<file path="src/rtl/core/cgs_pkg.sv">
// Shared constants, codes and types of the cost grid sampler.
// Used by the channel interfaces, the multiply-accumulate unit and the top level.
`default_nettype none

package cgs_pkg;

  localparam int MAX_COLS  = 256;
  localparam int MAX_ROWS  = 256;
  localparam int FRAC_BITS = 8;

  localparam int COL_W  = $clog2(MAX_COLS);
  localparam int ROW_W  = $clog2(MAX_ROWS);
  localparam int ADDR_W = COL_W + ROW_W;
  localparam int DEPTH  = MAX_COLS * MAX_ROWS;

  localparam int CFG_W     = 9;
  localparam int CFG_IDX_W = 1;
  localparam int COORD_W   = 18;
  localparam int CELL_W    = 8;
  localparam int SAMPLE_W  = 16;
  localparam int GRAD_W    = 11;

  localparam int IDX_W     = COORD_W - FRAC_BITS;
  localparam int POS_W     = IDX_W + 1;
  localparam int WGT_W     = FRAC_BITS + 1;
  localparam int MUL_A_W   = WGT_W + 1;
  localparam int MUL_B_W   = 2 * CELL_W + 1;
  localparam int ACC_W     = 26;
  localparam int OUT_SHIFT = 2 * FRAC_BITS - 8;
  localparam int STEP_W    = 4;

  localparam logic [CELL_W-1:0] OUT_COST = 8'd255;

  localparam logic [1:0] FUNC_WRITE  = 2'd0;
  localparam logic [1:0] FUNC_MERGE  = 2'd1;
  localparam logic [1:0] FUNC_SAMPLE = 2'd2;
  localparam logic [1:0] FUNC_GRAD   = 2'd3;

  localparam logic [CFG_IDX_W-1:0] CFG_MAP_WIDTH  = 1'b0;
  localparam logic [CFG_IDX_W-1:0] CFG_MAP_HEIGHT = 1'b1;

  typedef struct packed {
    logic en;
    logic clr;
  } mac_ctrl_t;

endpackage

`default_nettype wire

</file>
<file path="src/rtl/core/cgs_mac.sv">
// Shared signed multiply-accumulate unit of the cost grid sampler.
// Depends on cgs_pkg for operand widths and the control struct.
`default_nettype none

module cgs_mac
  import cgs_pkg::*;
(
  input  logic                      clk_i,
  input  logic                      rst_ni,
  input  mac_ctrl_t                 ctrl_i,
  input  logic signed [MUL_A_W-1:0] a_i,
  input  logic signed [MUL_B_W-1:0] b_i,
  output logic signed [ACC_W-1:0]   sum_o,
  output logic signed [ACC_W-1:0]   acc_o
);

  logic signed [MUL_A_W+MUL_B_W-1:0] prod;
  logic signed [ACC_W-1:0]           base;
  logic signed [ACC_W-1:0]           acc_q;
  logic                              acc_vld_q;

  assign prod  = a_i * b_i;
  assign base  = (ctrl_i.clr || !acc_vld_q) ? '0 : acc_q;
  assign sum_o = base + $signed(prod[ACC_W-1:0]);
  assign acc_o = acc_q;

  always_ff @(posedge clk_i or negedge rst_ni) begin
    if (!rst_ni) begin
      acc_vld_q <= 1'b0;
    end else if (ctrl_i.en) begin
      acc_vld_q <= 1'b1;
    end
  end

  always_ff @(posedge clk_i) begin
    if (ctrl_i.en) begin
      acc_q <= sum_o;
    end
  end

endmodule

`default_nettype wire

</file>
<file path="config.mk">
export PLATFORM = sky130hd
export DESIGN_NAME = cgs_mac
export DESIGN_NICKNAME = d
export VERILOG_FILES = /design/src/rtl/core/cgs_pkg.sv /design/src/rtl/core/cgs_mac.sv
export SDC_FILE = /design/constraint.sdc
export NUM_CORES = 1
export LEC_CHECK = 0
export ABC_AREA = 1
export BUFFER_PORTS_ARGS = -buffer_cell sky130_fd_sc_hd__buf_2
export CORE_MARGIN = 2
export CORE_UTILIZATION = 35
export CTS_CLUSTER_DIAMETER = 40
export DETAILED_ROUTE_END_ITERATION = 6
export GPL_ROUTABILITY_DRIVEN = 0
export PLACE_DENSITY = 0.63
export SETUP_SLACK_MARGIN = 0.2
export SLEW_MARGIN = 0
export SYNTH_ARGS = -nofsm -noshare
export SYNTH_HDL_FRONTEND = slang
export SYNTH_SLANG_ARGS = --single-unit
</file>
<file path="constraint.sdc">
create_clock -name clk_i -period 6.9 [get_ports clk_i]
set_clock_uncertainty 0.2 [all_clocks]
set_input_delay 0.345 -clock clk_i [delete_from_list [all_inputs] [get_ports clk_i]]
set_output_delay 0.345 -clock clk_i [all_outputs]
set_load 0.005 [all_outputs]
</file>
==> impl_metrics.py, run 1 <==
metrics = {
    "timing": {
        "fmax_mhz": 173,
        "max_slew_margin_pct": 53.7,
        "period_share_pct": 83.7,
        "slew_viol_final": 0,
        "finalSetupViolCount": 0,
        "min_period_ns": 5.78,
        "hold_viol_final": 0,
        "tns_ns": 0,
        "rsz0062_at_grt": "false",
        "worst_pin_slew_ns": 0.695,
    },
    "logic_synthesis": {
        "ys.flop_type": "edfxtp_1",
        "ys_ff_latch": 27,
        "syn_avg_cell_area_sq_um": 7.91,
        "synth_cells": 1037,
        "async_flop_share_pct": 3.70,
        "yosys.area.top_type": "fa_1",
        "synthTopCellsByArea": "fa_1 41%, inv_1 15%, nand2_1 11%",
        "netlist_area_sq_mm": 0.00820,
        "synth-edff-count": 26,
        "ys_seq_area_share_pct": 9.83,
        "ys_warn_count": 0,
        "synth_top_area_share_pct": 40.8,
        "synth.distinct_cells": 34,
        "syn-num-nets": 1300,
    },
    "worst_setup_path": {
        "start_kind": "input pin",
        "r2r-start": "acc_o[9]",
        "startpoint": "a_i[9]",
        "r2r_slack_ns": 1.87,
        "crit_fanout": 16,
        "setup.worst_path.class": "input pin to primary output",
        "reg2reg_to": "acc_o[24]",
        "crit_arrival_ns": 5.23,
        "cp-end-kind": "primary output",
        "setup.worst_path.end": "sum_o[24]",
        "reg2reg_depth": 19,
        "cp.required_ns": 6.36,
    },
    "routing": {
        "via_count": 6244,
        "drtIter0Drc": 346,
        "wirelength_um": 20200,
        "drc": 0,
        "antenna_left": 0,
        "vias_per_cell": 4.44,
        "first_pass_iters": 5,
        "wl_per_cell_um": 14.4,
    },
    "grt": {
        "grt_usage_pct": 17.5,
        "antenna_found_initial": 0,
        "grt_start_max_net_pins": 28,
        "gr-total-overflow": 0,
        "grt_pass1_wl_um": 34100,
        "grt_pass1_vias": 6633,
    },
    "cts": {
        "cts_resized": 0,
        "clockBufferDepth": 2,
        "cts_tree": "yes",
        "cts_buffers": 3,
        "clock_sinks": 27,
        "postCtsSetupBuffers": 0,
        "path_clk_slew_ns": 0.06,
        "clk_latency_ns": 0.28,
        "htreeDepth": 1,
        "cts_root_buffer": "clkbuf_16",
    },
    "flow_run": {
        "cap_violations": 0,
    },
    "die": {
        "start_util_pct": 35.2,
        "io_pins": 83,
        "rows": 56,
        "core_sq_mm": 0.0233,
        "die_y_um": 157,
        "dieArea_sq_mm": 0.0247,
        "die-width_um": 157,
    },
    "finish": {
        "layout.nets": 1351,
        "drive_gt1_share_pct": 9.94,
        "area_delta_synth_final_pct": 9.19,
        "final_common_cell": "inv_1",
        "mostFrequentLayoutCells": "317 x inv_1, 243 x nand2_1, 167 x fa_1",
        "n_antenna_cell": 0,
    },
    "hold_path": {
        "hp-class": "input pin to async pin",
    },
    "placed_design": {
        "post-dp-hpwl_um": 17400,
        "io_buffers": 82,
    },
    "outcome": {
        "status": "complete, no violations",
    },
}
metal layers:
metal,global-route usage (%),vias to the layer above,wire length (um)
met5,0,-,0
met4,4.16,0,326
met3,0.551,19,535
met2,28.5,110,9450
met1,26.0,3075,9870
li1,-,3040,-
metrics by stage:
step / worst slack (ns) / instance area, sq um / hold slack (ns) / cells / utilization, %
finish: 1.12 / 8950 / 0.186 / 1406 / 38.5
global route: 0.841 / 8950 / 0.193 / 1406 / 38.5
CTS: 1.15 / 8950 / 0.166 / 1406 / 38.5
detailed placement: 1.20 / 8860 / -0.0792 / 1401 / 38.1
global placement: 1.20 / 8860 / -0.0800 / 1401 / 38.1
floorplan: 1.69 / 8200 / -0.151 / 1037 / -
state kept, by name, summed over array words and instances, names as in the netlist:
signal and flops:
acc_o 26, acc_vld_q 1
Yosys cell counts, types with 4 or more instances:
library cell and count:
a21oi_1 21, clkbuf_1 32, edfxtp_1 26, fa_1 167
ha_1 65, inv_1 317, nand2_1 243, nand2_2 4
nand3_1 25, nand4_1 5, nor2_1 64, o21ai_0 10
or2_2 7, xnor2_1 7, xor2_1 13
worst max-delay path, cell delays in order:
cell	delay [ns]
buf_2	0.11
inv_1	0.24
or2_2	0.38
fa_1	0.45
fa_1	0.49
inv_1	0.05
fa_1	0.45
fa_1	0.53
inv_1	0.06
fa_1	0.48
inv_1	0.04
ha_1	0.33
a21oi_1	0.25
nor2_1	0.07
nor2_1	0.15
nor2_1	0.08
o21ai_0	0.32
nand3_1	0.11
nand2_1	0.08
nand2_1	0.08
buf_2	0.14
kinds of logic after synthesis:
group           after synthesis  synth area share [%]
simple gates                359                  17.8
buf+inv                     358                  16.5
fa+ha+maj                   232                  50.7
compound gates               41                  3.01
flops                        27                  9.83
xor+xnor                     20                  2.14
worst min-delay path by stage:
stage	endpoint	slack [ns]
6_report	acc_vld_q	0.19
5_1_grt	acc_vld_q	0.19
4_1_cts	acc_vld_q	0.17
3_5_place_dp	acc_vld_q	-0.08
3_3_place_gp	acc_vld_q	-0.08
2_1_floorplan	acc_vld_q	-0.15
area by class of cell:
class / instances / area [sq um]
multi-input cells: 652 / 6040
clock buffers: 4 / 78.8
well taps: 319 / 399
fillers: 2477 / 14300
flip-flops and latches: 27 / 806
inverters: 320 / 1200
repair buffers: 84 / 428
timing repair:
action	4_1_cts	5_1_grt
endpoints found under the setup margin	0	0
hold buffers	1	0
endpoints found under the hold margin	1	0
Power of run 1 is left out: the tool's default activity adds up to more than one toggle a clock period on the data nets, which glitch-free logic cannot reach.
==> run 2: changes to the inputs <==
- ABC_AREA: 1 -> 0
- PLACE_DENSITY: 0.63 -> 0.65
- clock period: 6.9 -> 4.85 ns (I/O delays scaled with it)
==> impl_metrics.py, run 2 <==
metrics = {
    "worst_setup_path": {
        "cp_slowest_cell": "fa_1",
        "crit_top_cell": "fa_1",
        "crit_fanout": 4,
        "crit_arrival_ns": 5.24,
        "cp-end-kind": "primary output",
        "start_kind": "flop",
        "setup.worst_path.class": "flop to primary output",
        "cp.required_ns": 4.41,
        "worstPathCellList": "nor2b_1 -> buf_4 -> and2_4 -> fa_1 -> inv_2 -> fa_1 -> inv_2 -> fa_1 -> inv_1 -> fa_1 -> inv_2 -> ha_4 -> a21o_1 -> or3_4 -> o211ai_4 -> a21boi_2 -> o21ai_2 -> or4b_4 -> o311ai_4 -> buf_2",
        "cpPeakStageDelay_ns": 0.53,
    },
    "routing": {
        "drc": 0,
        "via_count": 6009,
        "vias_per_cell": 4.55,
        "wl_per_cell_um": 14.4,
        "wirelength_um": 19100,
        "first_pass_iters": 5,
        "drtIter0Drc": 315,
        "antenna_left": 0,
    },
    "timing": {
        "whs_ns": 0.0792,
        "min_period_ns": 5.69,
        "tns_ns": -13.96,
        "fin_ws_ns": -0.835,
        "slew_viol_final": 0,
        "fmax_mhz": 176,
        "hold_viol_final": 0,
        "finalSetupViolCount": 31,
        "period_share_pct": 117,
        "rsz0062_at_grt": "true",
        "worst_pin_slew_ns": 0.664,
        "max_slew_margin_pct": 55.7,
    },
    "die": {
        "io_pins": 83,
        "start_util_pct": 35.8,
        "rows": 54,
        "core_sq_mm": 0.0219,
        "die-width_um": 154,
        "die_y_um": 154,
        "dieArea_sq_mm": 0.0236,
    },
    "cts": {
        "cts_root_buffer": "clkbuf_16",
        "cts_buffers": 3,
        "clk_latency_ns": 0.27,
        "clock_sinks": 27,
        "path_clk_slew_ns": 0.07,
        "htreeDepth": 1,
        "clockBufferDepth": 2,
        "cts_tree": "yes",
    },
    "placed_design": {
        "io_buffers": 82,
        "post-dp-hpwl_um": 16600,
    },
    "finish": {
        "drive_gt1_share_pct": 29.7,
        "n_antenna_cell": 0,
        "mostFrequentLayoutCells": "205 x inv_1, 165 x fa_1, 126 x buf_4",
        "utilization_pct": 47.0,
        "layout.nets": 1306,
        "largest_register_ff_count": 26,
        "area_delta_synth_final_pct": 31.4,
        "final_common_cell": "inv_1",
    },
    "logic_synthesis": {
        "ys_warn_count": 0,
        "synth.distinct_cells": 48,
        "synthXorXnorAreaFrac_pct": 3.13,
        "yosys.area.top_type": "fa_1",
        "syn-num-nets": 1110,
        "synthTopCellsByArea": "fa_1 43%, ha_1 10%, inv_1 10%",
        "yosysMostFrequentCell": "inv_1",
        "synth_compound_area_share_pct": 5.75,
        "synth_cells": 847,
        "synthSimpleGateAreaFrac_pct": 15.8,
        "ys_seq_area_share_pct": 10.3,
        "ys.flop_type": "edfxtp_1",
        "synthAdderAreaFrac_pct": 53.1,
        "netlist_area_sq_mm": 0.00783,
        "synth_top_area_share_pct": 42.7,
        "async_flop_share_pct": 3.70,
        "synth_top_family_by_area": "adder cells",
        "synth-edff-count": 26,
        "synth.top_cells.by_count": "209 x inv_1, 167 x fa_1, 110 x nand2_1",
        "ys_ff_latch": 27,
        "syn_avg_cell_area_sq_um": 9.25,
        "synthMuxAreaShare_pct": 0.128,
    },
    "grt": {
        "grt_usage_pct": 17.0,
        "antenna_found_initial": 0,
        "gr-total-overflow": 0,
        "grt_pass1_vias": 6538,
        "grt_pass1_wl_um": 32900,
        "grt_start_max_net_pins": 28,
    },
    "outcome": {
        "status": "finished, violations left",
        "violations": "setup timing",
    },
    "flow_run": {
        "cap_violations": 0,
    },
    "hold_path": {
        "hp-class": "input pin to async pin",
    },
}
[run 2: cell types whose count changed in the layout (fill, tap and decap cells not counted), moves of 9 or more]
cell      delta
and2_1      +77
ha_1         -9
buf_6       +26
nor2b_1     +13
nand3_1     -23
inv_1      -112
nand2b_1     +9
a21oi_1     -11
ha_4         +9
nand2_1    -140
nor2_1      -52
xor2_1       -9
buf_4      +125
[run 2: metrics by stage]
step / std cells / setup slack (ns) / instance area, sq um
detailed placement: 1296 / -0.823 / 9560
global route: 1322 / -1.01 / 10300
finish: 1322 / -0.835 / 10300
CTS: 1318 / -0.817 / 10100
global placement: 1296 / -0.834 / 9560
floorplan: 847 / -0.394 / 8150
[run 2: timing repair]
action,4_1_cts,5_1_grt
pin swaps,21,23
hold buffers,1,0
resized for setup,77,23
gates cloned,0,0
endpoints found under the setup margin,35,36
setup buffers,17,4
endpoints found under the hold margin,1,0
[run 2: critical path, delay by kind of cell (launching register included)]
kind                       cells  cell delay (ns)
DFF                            1             0.37
AOI/OAI and AO/OA              5             0.73
and+or+nand+nor                4             1.12
adders and majority gates      5             2.27
buffers and inverters          6             0.47
[run 2: worst paths after layout]
path	startpoint	end	slack [ns]	cells past startpoint
min	rst_ni	acc_vld_q	0.08	2
min in group clk_i	acc_vld_q	acc_vld_q	0.26	1
max in group asynchronous	rst_ni	acc_vld_q	4.29	2
min reg2reg	acc_vld_q	acc_vld_q	0.26	1
max reg2reg	acc_vld_q	acc_o[17]	-0.35	19
max	acc_vld_q	sum_o[17]	-0.84	20
[run 2: layout make-up]
| type | count | area (sq um) |
|---|---|---|
| inverter | 209 | 785 |
| fill | 2063 | 11600 |
| clock buffer | 4 | 78.8 |
| sequential | 27 | 806 |
| timing repair buffer | 228 | 1630 |
| multi-input combinational | 574 | 6640 |
| tap | 280 | 350 |
[run 2: layer usage]
metal,wire (um),part of all wire [%],vias up,track usage (%)
met2,8900,47,101,27.4
met4,523,2.7,0,4.59
met1,9210,48,2972,25.0
met3,461,2.4,31,1.13
met5,0,0,-,0
li1,-,-,2905,-
[run 2: kinds of logic (layout without fill, tap and decap cells)]
family / Yosys count / after routing
buf+inv: 246 / 441
fa+ha+maj: 232 / 232
flops: 27 / 27
compound gates: 64 / 64
mux: 1 / 1
xor+xnor: 28 / 28
simple gates: 249 / 249
Power of run 2 is left out for the same reason.
